**config.mk**
```make
export PLATFORM = sky130hd
export DESIGN_NAME = char_lcd_transfer_sequencer
export DESIGN_NICKNAME = d
export VERILOG_FILES = /design/src/hdl/clt_pkg.sv /design/src/hdl/char_lcd_transfer_sequencer.sv /design/src/hdl/clt_ctrl.sv /design/src/hdl/clt_datapath.sv
export SDC_FILE = /design/constraint.sdc
export NUM_CORES = 1
export LEC_CHECK = 0
export BUFFER_PORTS_ARGS = -buffer_cell sky130_fd_sc_hd__buf_2
export CORE_MARGIN = 4
export CORE_UTILIZATION = 53
export CTS_BUF_LIST = sky130_fd_sc_hd__clkbuf_2 sky130_fd_sc_hd__clkbuf_4 sky130_fd_sc_hd__clkbuf_8
export DETAILED_ROUTE_END_ITERATION = 7
export GPL_ROUTABILITY_DRIVEN = 1
export HOLD_SLACK_MARGIN = 0.12
export PLACE_DENSITY_LB_ADDON = 0.1
export SYNTH_ARGS = -nofsm -noshare
export SYNTH_HDL_FRONTEND = slang
export SYNTH_HIERARCHICAL = 1
export SYNTH_SLANG_ARGS = --single-unit
export TNS_END_PERCENT = 1
```
**constraint.sdc**
```tcl
create_clock -name clk_i -period 4 [get_ports clk_i]
set_input_delay 0.6 -clock clk_i [delete_from_list [all_inputs] [get_ports clk_i]]
set_output_delay 0.6 -clock clk_i [all_outputs]
set_load 0.01 [all_outputs]
```
**src/hdl/clt_pkg.sv**
```systemverilog
package clt_pkg;

  // request codes
  localparam logic [2:0] ACT_INIT   = 3'd0;
  localparam logic [2:0] ACT_CMD    = 3'd1;
  localparam logic [2:0] ACT_CHAR   = 3'd2;
  localparam logic [2:0] ACT_CURSOR = 3'd3;
  localparam logic [2:0] ACT_GLYPH  = 3'd4;
  localparam logic [2:0] ACT_NUMBER = 3'd5;

  // bus timing values
  localparam logic [10:0] PULSE_LONG   = 11'd2000;
  localparam logic [10:0] PULSE_SHORT  = 11'd1;
  localparam logic [15:0] WAIT_PWR_8   = 16'd35000;
  localparam logic [15:0] WAIT_PWR_4   = 16'd20000;

  // init sequence lengths, as index of the final byte
  localparam logic [2:0] INIT8_LAST = 3'd3;
  localparam logic [2:0] INIT4_LAST = 3'd6;

  // decimal printing: five places, most significant first
  localparam logic [2:0] DIGIT_LAST = 3'd4;
  localparam logic [7:0] ASCII_ZERO = 8'd48;

  // line base addresses and glyph address base
  localparam logic [7:0] LINE0_BASE = 8'h80;
  localparam logic [7:0] LINE1_BASE = 8'hC0;
  localparam logic [7:0] CGRAM_BASE = 8'h40;

  // controller to datapath commands
  typedef struct packed {
    logic capture;
    logic load_byte;
    logic step_div;
    logic load_digit;
    logic next_digit;
    logic next_init;
    logic emit_hi;
    logic emit_lo;
  } ctl_cmd_t;

  // datapath to controller status
  typedef struct packed {
    logic [2:0] action;
    logic       row_valid;
    logic       nibble_mode;
    logic       last;
    logic       rem_ge_pow;
    logic       digit_show;
  } dp_stat_t;

  // init command bytes
  function automatic logic [7:0] init_byte(input logic mode, input logic [2:0] idx);
    logic [7:0] b;
    b = 8'h00;
    if (mode) begin
      case (idx)
        3'd0: b = 8'h03;
        3'd1: b = 8'h03;
        3'd2: b = 8'h03;
        3'd3: b = 8'h02;
        3'd4: b = 8'h28;
        3'd5: b = 8'h0C;
        3'd6: b = 8'h80;
        default: b = 8'h00;
      endcase
    end else begin
      case (idx)
        3'd0: b = 8'h38;
        3'd1: b = 8'h0C;
        3'd2: b = 8'h01;
        3'd3: b = 8'h06;
        default: b = 8'h00;
      endcase
    end
    return b;
  endfunction

  // extra wait after each init byte
  function automatic logic [12:0] init_wait(input logic mode, input logic [2:0] idx);
    logic [12:0] w;
    w = 13'd0;
    if (mode) begin
      case (idx)
        3'd0: w = 13'd5000;
        3'd1: w = 13'd100;
        default: w = 13'd0;
      endcase
    end else begin
      case (idx)
        3'd0: w = 13'd1000;
        3'd1: w = 13'd1000;
        3'd2: w = 13'd2000;
        3'd3: w = 13'd2000;
        default: w = 13'd0;
      endcase
    end
    return w;
  endfunction

  // decimal place weights
  function automatic logic [13:0] pow_of_ten(input logic [2:0] idx);
    logic [13:0] p;
    case (idx)
      3'd0: p = 14'd10000;
      3'd1: p = 14'd1000;
      3'd2: p = 14'd100;
      3'd3: p = 14'd10;
      default: p = 14'd1;
    endcase
    return p;
  endfunction

endpackage

```
**src/hdl/char_lcd_transfer_sequencer.sv**
```systemverilog
// Character LCD transfer sequencer: turns one display request into the run of
// bus transfers (register select, bus value, enable width, waits) for the panel.
// Request channel: drive action_i and its operands with start_i high; the
// request is taken at a clock edge where start_i is high and busy_o is low.
// Operands are sampled only at that edge.
// Result channel: each transfer appears on the result ports for one cycle with
// result_strobe_o high; last_o marks the final transfer of a request. The
// receiver cannot stall, so every strobe is a delivered transfer.
// Configuration: nibble_mode_we_i writes nibble_mode_i (0 = 8-bit, 1 = 4-bit);
// write only while busy_o is low and no transfer is pending.
// Timing: after the accepting edge the request is decoded in the load state;
// each transfer is then formed in the high or low nibble state and shows on
// the ports in the following cycle, from the result register. A number is
// converted by repeated subtraction of the place weight, one per cycle, then
// each of the five places is closed and each printed digit is sent.
// Rows 2 and 3 and unused actions produce no transfers and end in the load state.
// Reset clears the controller, the strobe and nibble mode.
module char_lcd_transfer_sequencer (
  input  logic        clk_i,
  input  logic        rst_ni,
  input  logic        start_i,
  output logic        busy_o,
  input  logic [2:0]  action_i,
  input  logic [7:0]  byte_value_i,
  input  logic [15:0] number_i,
  input  logic [1:0]  row_i,
  input  logic [5:0]  column_i,
  input  logic [2:0]  glyph_slot_i,
  input  logic        nibble_mode_we_i,
  input  logic        nibble_mode_i,
  output logic        result_strobe_o,
  output logic        register_select_o,
  output logic [7:0]  bus_value_o,
  output logic [10:0] enable_pulse_us_o,
  output logic [15:0] wait_before_us_o,
  output logic [12:0] wait_after_us_o,
  output logic        last_o
);

  clt_pkg::ctl_cmd_t cmd;
  clt_pkg::dp_stat_t stat;

  // sequencing controller
  clt_ctrl u_ctrl (
    .clk_i   (clk_i),
    .rst_ni  (rst_ni),
    .start_i (start_i),
    .stat_i  (stat),
    .cmd_o   (cmd),
    .busy_o  (busy_o)
  );

  // request registers, digit loop and result register
  clt_datapath u_datapath (
    .clk_i             (clk_i),
    .rst_ni            (rst_ni),
    .nibble_mode_we_i  (nibble_mode_we_i),
    .nibble_mode_i     (nibble_mode_i),
    .action_i          (action_i),
    .byte_value_i      (byte_value_i),
    .number_i          (number_i),
    .row_i             (row_i),
    .column_i          (column_i),
    .glyph_slot_i      (glyph_slot_i),
    .cmd_i             (cmd),
    .stat_o            (stat),
    .result_strobe_o   (result_strobe_o),
    .register_select_o (register_select_o),
    .bus_value_o       (bus_value_o),
    .enable_pulse_us_o (enable_pulse_us_o),
    .wait_before_us_o  (wait_before_us_o),
    .wait_after_us_o   (wait_after_us_o),
    .last_o            (last_o)
  );

endmodule

```
**src/hdl/clt_ctrl.sv**
```systemverilog
module clt_ctrl (
  input  logic              clk_i,
  input  logic              rst_ni,
  input  logic              start_i,
  input  clt_pkg::dp_stat_t stat_i,
  output clt_pkg::ctl_cmd_t cmd_o,
  output logic              busy_o
);

  typedef enum logic [4:0] {
    S_IDLE = 5'b00001,
    S_LOAD = 5'b00010,
    S_DIV  = 5'b00100,
    S_HI   = 5'b01000,
    S_LO   = 5'b10000
  } state_e;

  state_e state_q, state_d;

  assign busy_o = (state_q != S_IDLE);

  // next state and datapath commands
  always_comb begin
    state_d = state_q;
    cmd_o   = '0;
    case (state_q)
      S_IDLE: begin
        if (start_i) begin
          cmd_o.capture = 1'b1;
          state_d       = S_LOAD;
        end
      end
      S_LOAD: begin
        if (stat_i.action == clt_pkg::ACT_NUMBER) begin
          state_d = S_DIV;
        end else if (stat_i.action == clt_pkg::ACT_INIT ||
                     stat_i.action == clt_pkg::ACT_CMD ||
                     stat_i.action == clt_pkg::ACT_CHAR ||
                     stat_i.action == clt_pkg::ACT_GLYPH ||
                     (stat_i.action == clt_pkg::ACT_CURSOR && stat_i.row_valid)) begin
          cmd_o.load_byte = 1'b1;
          state_d         = S_HI;
        end else begin
          state_d = S_IDLE;
        end
      end
      S_DIV: begin
        if (stat_i.rem_ge_pow) begin
          cmd_o.step_div = 1'b1;
        end else if (stat_i.digit_show) begin
          cmd_o.load_digit = 1'b1;
          state_d          = S_HI;
        end else begin
          cmd_o.next_digit = 1'b1;
        end
      end
      S_HI: begin
        cmd_o.emit_hi = 1'b1;
        if (stat_i.nibble_mode) begin
          state_d = S_LO;
        end else if (stat_i.last) begin
          state_d = S_IDLE;
        end else if (stat_i.action == clt_pkg::ACT_NUMBER) begin
          cmd_o.next_digit = 1'b1;
          state_d          = S_DIV;
        end else begin
          cmd_o.next_init = 1'b1;
          state_d         = S_LOAD;
        end
      end
      S_LO: begin
        cmd_o.emit_lo = 1'b1;
        if (stat_i.last) begin
          state_d = S_IDLE;
        end else if (stat_i.action == clt_pkg::ACT_NUMBER) begin
          cmd_o.next_digit = 1'b1;
          state_d          = S_DIV;
        end else begin
          cmd_o.next_init = 1'b1;
          state_d         = S_LOAD;
        end
      end
      default: begin
        state_d = S_IDLE;
      end
    endcase
  end

  // state register
  always_ff @(posedge clk_i or negedge rst_ni) begin
    if (!rst_ni) begin
      state_q <= S_IDLE;
    end else begin
      state_q <= state_d;
    end
  end

endmodule

```
**src/hdl/clt_datapath.sv**
```systemverilog
module clt_datapath (
  input  logic              clk_i,
  input  logic              rst_ni,
  input  logic              nibble_mode_we_i,
  input  logic              nibble_mode_i,
  input  logic [2:0]        action_i,
  input  logic [7:0]        byte_value_i,
  input  logic [15:0]       number_i,
  input  logic [1:0]        row_i,
  input  logic [5:0]        column_i,
  input  logic [2:0]        glyph_slot_i,
  input  clt_pkg::ctl_cmd_t cmd_i,
  output clt_pkg::dp_stat_t stat_o,
  output logic              result_strobe_o,
  output logic              register_select_o,
  output logic [7:0]        bus_value_o,
  output logic [10:0]       enable_pulse_us_o,
  output logic [15:0]       wait_before_us_o,
  output logic [12:0]       wait_after_us_o,
  output logic              last_o
);

  // configuration and captured request
  logic        mode_q;
  logic [2:0]  act_q;
  logic [7:0]  bv_q;
  logic [1:0]  row_q;
  logic [5:0]  col_q;
  logic [2:0]  slot_q;

  // digit extraction and init sequencing
  logic [15:0] rem_q;
  logic [3:0]  digit_q;
  logic [2:0]  pow_idx_q;
  logic        started_q;
  logic [2:0]  init_idx_q;
  logic [13:0] pow;

  // current byte and its transfer attributes
  logic [7:0]  byte_q, byte_d;
  logic        rs_q, rs_d;
  logic [15:0] wb_q, wb_d;
  logic [12:0] wa_q, wa_d;
  logic        last_q, last_d;

  // result register
  logic        strobe_q;
  logic        out_rs_q;
  logic [7:0]  out_bus_q;
  logic [10:0] out_pulse_q;
  logic [15:0] out_wb_q;
  logic [12:0] out_wa_q;
  logic        out_last_q;
  logic [10:0] pulse;

  assign pow = clt_pkg::pow_of_ten(pow_idx_q);

  // status toward the controller
  assign stat_o.action      = act_q;
  assign stat_o.row_valid   = (row_q[1] == 1'b0);
  assign stat_o.nibble_mode = mode_q;
  assign stat_o.last        = last_q;
  assign stat_o.rem_ge_pow  = (rem_q >= {2'b00, pow});
  assign stat_o.digit_show  = (digit_q != 4'd0) || started_q ||
                              (pow_idx_q == clt_pkg::DIGIT_LAST);

  // mode register
  always_ff @(posedge clk_i or negedge rst_ni) begin
    if (!rst_ni) begin
      mode_q <= 1'b0;
    end else if (nibble_mode_we_i) begin
      mode_q <= nibble_mode_i;
    end
  end

  // byte selection for the current step
  always_comb begin
    byte_d = byte_q;
    rs_d   = rs_q;
    wb_d   = wb_q;
    wa_d   = wa_q;
    last_d = last_q;
    if (cmd_i.load_byte) begin
      rs_d   = 1'b0;
      wb_d   = 16'd0;
      wa_d   = 13'd0;
      last_d = 1'b1;
      case (act_q)
        clt_pkg::ACT_INIT: begin
          byte_d = clt_pkg::init_byte(mode_q, init_idx_q);
          wa_d   = clt_pkg::init_wait(mode_q, init_idx_q);
          if (init_idx_q == 3'd0) begin
            wb_d = mode_q ? clt_pkg::WAIT_PWR_4 : clt_pkg::WAIT_PWR_8;
          end
          last_d = (init_idx_q == (mode_q ? clt_pkg::INIT4_LAST : clt_pkg::INIT8_LAST));
        end
        clt_pkg::ACT_CMD: begin
          byte_d = bv_q;
        end
        clt_pkg::ACT_CHAR: begin
          byte_d = bv_q;
          rs_d   = 1'b1;
        end
        clt_pkg::ACT_CURSOR: begin
          byte_d = (row_q[0] ? clt_pkg::LINE1_BASE : clt_pkg::LINE0_BASE) +
                   {2'b00, col_q};
        end
        clt_pkg::ACT_GLYPH: begin
          byte_d = clt_pkg::CGRAM_BASE + {2'b00, slot_q, 3'b000};
        end
        default: begin
          byte_d = bv_q;
        end
      endcase
    end else if (cmd_i.load_digit) begin
      byte_d = clt_pkg::ASCII_ZERO + {4'b0000, digit_q};
      rs_d   = 1'b1;
      wb_d   = 16'd0;
      wa_d   = 13'd0;
      last_d = (pow_idx_q == clt_pkg::DIGIT_LAST);
    end
  end

  // request capture, digit loop and init counter
  always_ff @(posedge clk_i or negedge rst_ni) begin
    if (!rst_ni) begin
      started_q <= 1'b0;
    end else if (cmd_i.capture) begin
      started_q <= 1'b0;
    end else if (cmd_i.load_digit) begin
      started_q <= 1'b1;
    end
  end

  always_ff @(posedge clk_i) begin
    if (cmd_i.capture) begin
      act_q      <= action_i;
      bv_q       <= byte_value_i;
      row_q      <= row_i;
      col_q      <= column_i;
      slot_q     <= glyph_slot_i;
      rem_q      <= number_i;
      digit_q    <= 4'd0;
      pow_idx_q  <= 3'd0;
      init_idx_q <= 3'd0;
    end else begin
      if (cmd_i.step_div) begin
        rem_q   <= rem_q - {2'b00, pow};
        digit_q <= digit_q + 4'd1;
      end
      if (cmd_i.next_digit) begin
        pow_idx_q <= pow_idx_q + 3'd1;
        digit_q   <= 4'd0;
      end
      if (cmd_i.next_init) begin
        init_idx_q <= init_idx_q + 3'd1;
      end
    end
    byte_q <= byte_d;
    rs_q   <= rs_d;
    wb_q   <= wb_d;
    wa_q   <= wa_d;
    last_q <= last_d;
  end

  // command nibbles get a short enable pulse
  assign pulse = (mode_q && !rs_q) ? clt_pkg::PULSE_SHORT : clt_pkg::PULSE_LONG;

  // result register
  always_ff @(posedge clk_i or negedge rst_ni) begin
    if (!rst_ni) begin
      strobe_q <= 1'b0;
    end else begin
      strobe_q <= cmd_i.emit_hi || cmd_i.emit_lo;
    end
  end

  always_ff @(posedge clk_i) begin
    if (cmd_i.emit_hi) begin
      out_rs_q    <= rs_q;
      out_pulse_q <= pulse;
      out_wb_q    <= wb_q;
      if (mode_q) begin
        out_bus_q  <= {4'b0000, byte_q[7:4]};
        out_wa_q   <= 13'd0;
        out_last_q <= 1'b0;
      end else begin
        out_bus_q  <= byte_q;
        out_wa_q   <= wa_q;
        out_last_q <= last_q;
      end
    end else if (cmd_i.emit_lo) begin
      out_rs_q    <= rs_q;
      out_pulse_q <= pulse;
      out_wb_q    <= 16'd0;
      out_bus_q   <= {4'b0000, byte_q[3:0]};
      out_wa_q    <= wa_q;
      out_last_q  <= last_q;
    end
  end

  assign result_strobe_o   = strobe_q;
  assign register_select_o = out_rs_q;
  assign bus_value_o       = out_bus_q;
  assign enable_pulse_us_o = out_pulse_q;
  assign wait_before_us_o  = out_wb_q;
  assign wait_after_us_o   = out_wa_q;
  assign last_o            = out_last_q;

endmodule

```
==> flow_metrics.tcl <==
set metrics [dict create \
    die_w_um 109 \
    start_kind "flip-flop" \
    path_class "reg -> reg" \
    ant_nets 0 \
    dieArea_sq_um 11900 \
    skew_ps 11.7 \
    tightest_slew_ps 664 \
    cp_data_required_time_ps 4090 \
    synthSimpleGateAreaFrac 0.163 \
    n_antenna_cell 0 \
    area_delta_synth_final_pct 12.5 \
    antenna_found_initial 0 \
    crit_top_cell "or2_2" \
    grt_use_met3 0.0320 \
    period_needed_ps 3790 \
    busiest_layer "met2" \
    synthXorXnorAreaFrac 0.0227 \
    clockBufferDepth 2 \
    vdd_drop_max_uv 291 \
    async_reset_ff_frac 0.0816 \
    synth-edff-count 80 \
    sw_frac_of_total 0.353 \
    drt-initial-drc-count 253 \
    crit_slowest_cell "fa_1" \
    p_leak_nw 2.38 \
    grtUsageMet2 0.312 \
    post-route-period-util 0.948 \
    post_drt_wl_per_cell_um 15.6 \
    drive_gt1_frac 0.246 \
    grt_start_max_net_pins 24 \
    grt_util_met1 0.258 \
    synth_compound_area_frac 0.140 \
    seq_area_frac_synth 0.519 \
    critical_path.cell_chain "inv_1, ha_1, nor3_2, o21ai_1, or2_2, fa_1, a21o_1, a311o_1, a31oi_2, o311ai_1, a211o_1, nor3b_2, or2_2, buf_12" \
    fmax_mhz 264 \
    critPathTopFamily "compound AO/OA/AOI/OAI gates" \
    reg2reg_depth 14 \
    viasPerCell 5.52 \
    numClockSinks 98 \
    yosysWarningCount 6 \
    portBuffers 80 \
    syn_avg_cell_area_sq_um 10.8 \
    dr_total_vias 3927 \
    tns_ps 0 \
    fin_hold_ws_ps 402 \
    worstHoldPathCells 1 \
    cts_buffers 9 \
    synthMuxAreaShare 0.0199 \
    cts_tree "yes" \
    ys_types 70 \
    drc 0 \
    core_area_sq_um 9860 \
    grt_use_total 0.194 \
    hpwl_um 8190 \
    p_per_area_nw_per_um2 550 \
    relSlewSlack 0.556 \
    fillers 799 \
    clock_latency_ps 370 \
    mostFrequentLayoutCells "buf_2 (80), edfxtp_1 (80), nor2_1 (38), nand2_1 (32), inv_1 (27)" \
    status "finished clean" \
    holdCritPathClass "in -> reg" \
    path_clk_slew_ps 100 \
    fin_cells 711 \
    cp_slowest_stage_delay_ps 410 \
    netlist_area_sq_um 5400 \
    ios 95 \
    clkPwrFrac 0.207 \
    end_kind "flip-flop" \
    hold_viol 0 \
    die_height_um 109 \
    synth_seq_cells 98 \
    routed_wl_um 11100 \
    cts_root_buf "clkbuf_8" \
    place_inst 693 \
    firstDrtPassIters 5 \
    nets 641 \
    p_int_mw 2.16 \
    synth_fa_ha_area_frac 0.0593 \
    path_max_fanout 20 \
    grt_pass1_wl_um 17700 \
    crit_buf_inv 2 \
    synth_top_family_by_area "simple AND/OR/NAND/NOR gates" \
    p_switching_mw 1.18 \
    combPwrFrac 0.361 \
    preCtsSetupSlack_ps 27.5 \
    grt.overflow.total 0 \
    grt_pass1_vias 3723 \
    drv_cap 0 \
    postLayoutSetupSlackWorst_ps 206 \
    critPathArrivalTime_ps 3880 \
    synthFlopType "edfxtp_1" \
    place_area_sq_um 5820 \
    finalSetupViolCount 0 \
    slew_viol_final 0 \
    pwr-share-seq 0.432 \
    syn_inst 502 \
    design_area_sq_um 6080 \
    routabilityCongestion 0.864 \
    rsz0062_at_grt "no" \
    start_util 0.548 \
    htreeDepth 3 \
    crit_cells 14 \
    fp-row-count 36 \
]
sequential cells by signal, summed over array words and instances, names as in the netlist, 5 cells and up:
name	flops
u_datapath/rem_q	16
u_datapath/bus_value_o	8
u_datapath/bv_q	8
u_datapath/byte_q	8
u_datapath/wa_q	7
u_datapath/wait_after_us_o	7
u_datapath/col_q	6
u_ctrl/state_q	5
metal layers:
metal | vias up | wire, um
li1 | 1931 | -
met2 | 150 | 5230
met4 | 0 | 178
met3 | 11 | 742
met1 | 1835 | 4910
met5 | - | 0
logic make-up (layout without fill, tap and decap cells):
logic type | count (synthesis) | count (layout)
xor gates and xnor gates | 14 | 14
and+or+nand+nor | 165 | 165
adders and majority gates | 25 | 25
buffers and inverters | 74 | 137
DFF | 98 | 98
AOI/OAI and AO/OA | 115 | 115
muxes | 10 | 10
other | 1 | 14
repair_timing:
item,in CTS,in global routing
gates resized for setup,1,7
hold endpoints to repair,7,0
hold buffers,1,0
pin swaps,0,1
endpoints found under the setup margin,16,43
setup buffers,0,1
worst paths after layout:
path                                                               end  slack (ps)                            startpoint
worst min-delay path                     u_datapath/col_q[3]$_DFFE_PP_         400                           column_i[3]
worst max register to register      u_datapath/byte_q[7]$_SDFFCE_PN0P_         210  u_datapath/pow_idx_q[1]$_SDFFE_PP0P_
worst max-delay path                u_datapath/byte_q[7]$_SDFFCE_PN0P_         210  u_datapath/pow_idx_q[1]$_SDFFE_PP0P_
worst min register to register  u_datapath/register_select_o$_DFFE_PP_         480         u_datapath/rs_q$_SDFFCE_PN1P_
max in group asynchronous                u_ctrl/state_q[0]$_DFFE_PN1P_        3150                                rst_ni
min in group asynchronous                u_datapath/mode_q$_DFFE_PN0P_         610                                rst_ni
synth_stat cells, types with 6 or more instances:
| cell | count | share of area |
|---|---|---|
| a21oi_1 | 26 | 0.024 |
| a31oi_1 | 10 | 0.012 |
| and2_1 | 19 | 0.022 |
| buf_4 | 30 | 0.042 |
| clkbuf_1 | 10 | 0.0069 |
| dfrtp_1 | 7 | 0.032 |
| dfxtp_1 | 10 | 0.037 |
| edfxtp_1 | 80 | 0.44 |
| ha_1 | 24 | 0.056 |
| inv_1 | 28 | 0.019 |
| mux2_2 | 6 | 0.013 |
| nand2_1 | 32 | 0.022 |
| nand3_1 | 17 | 0.016 |
| nor2_1 | 39 | 0.027 |
| nor3_1 | 13 | 0.012 |
| nor3b_1 | 6 | 0.0083 |
| o21ai_0 | 25 | 0.023 |
| o21ai_1 | 7 | 0.0065 |
| or2_2 | 8 | 0.0093 |
| xnor2_1 | 7 | 0.011 |
| xor2_1 | 7 | 0.011 |
final cells by class:
class	instances	area, sq um	share of cell area
multi-input combinational	343	2270	0.374
sequential	98	2810	0.462
timing repair buffer	92	505	0.0831
clock buffer	11	151	0.0249
tap	133	166	0.0274
inverter	29	109	0.0179
clock inverter	5	67.6	0.0111
per-stage QoR:
stage	util	total power, mW
floorplan	-	2.35
global placement	0.590	2.62
detailed placement	0.590	2.65
CTS	0.613	3.34
global route	0.616	3.57
finish	0.616	3.35
power by group through the flow:
stage	sequential (mW)	clock (mW)	combinational, mW
after floorplan	1.43	0	0.919
after global placement	1.47	0	1.15
after detailed placement	1.47	0	1.18
after CTS	1.45	0.708	1.19
after global routing	1.47	0.760	1.34
final	1.45	0.692	1.21
No activity file was read; power rests on OpenSTA's default activity.
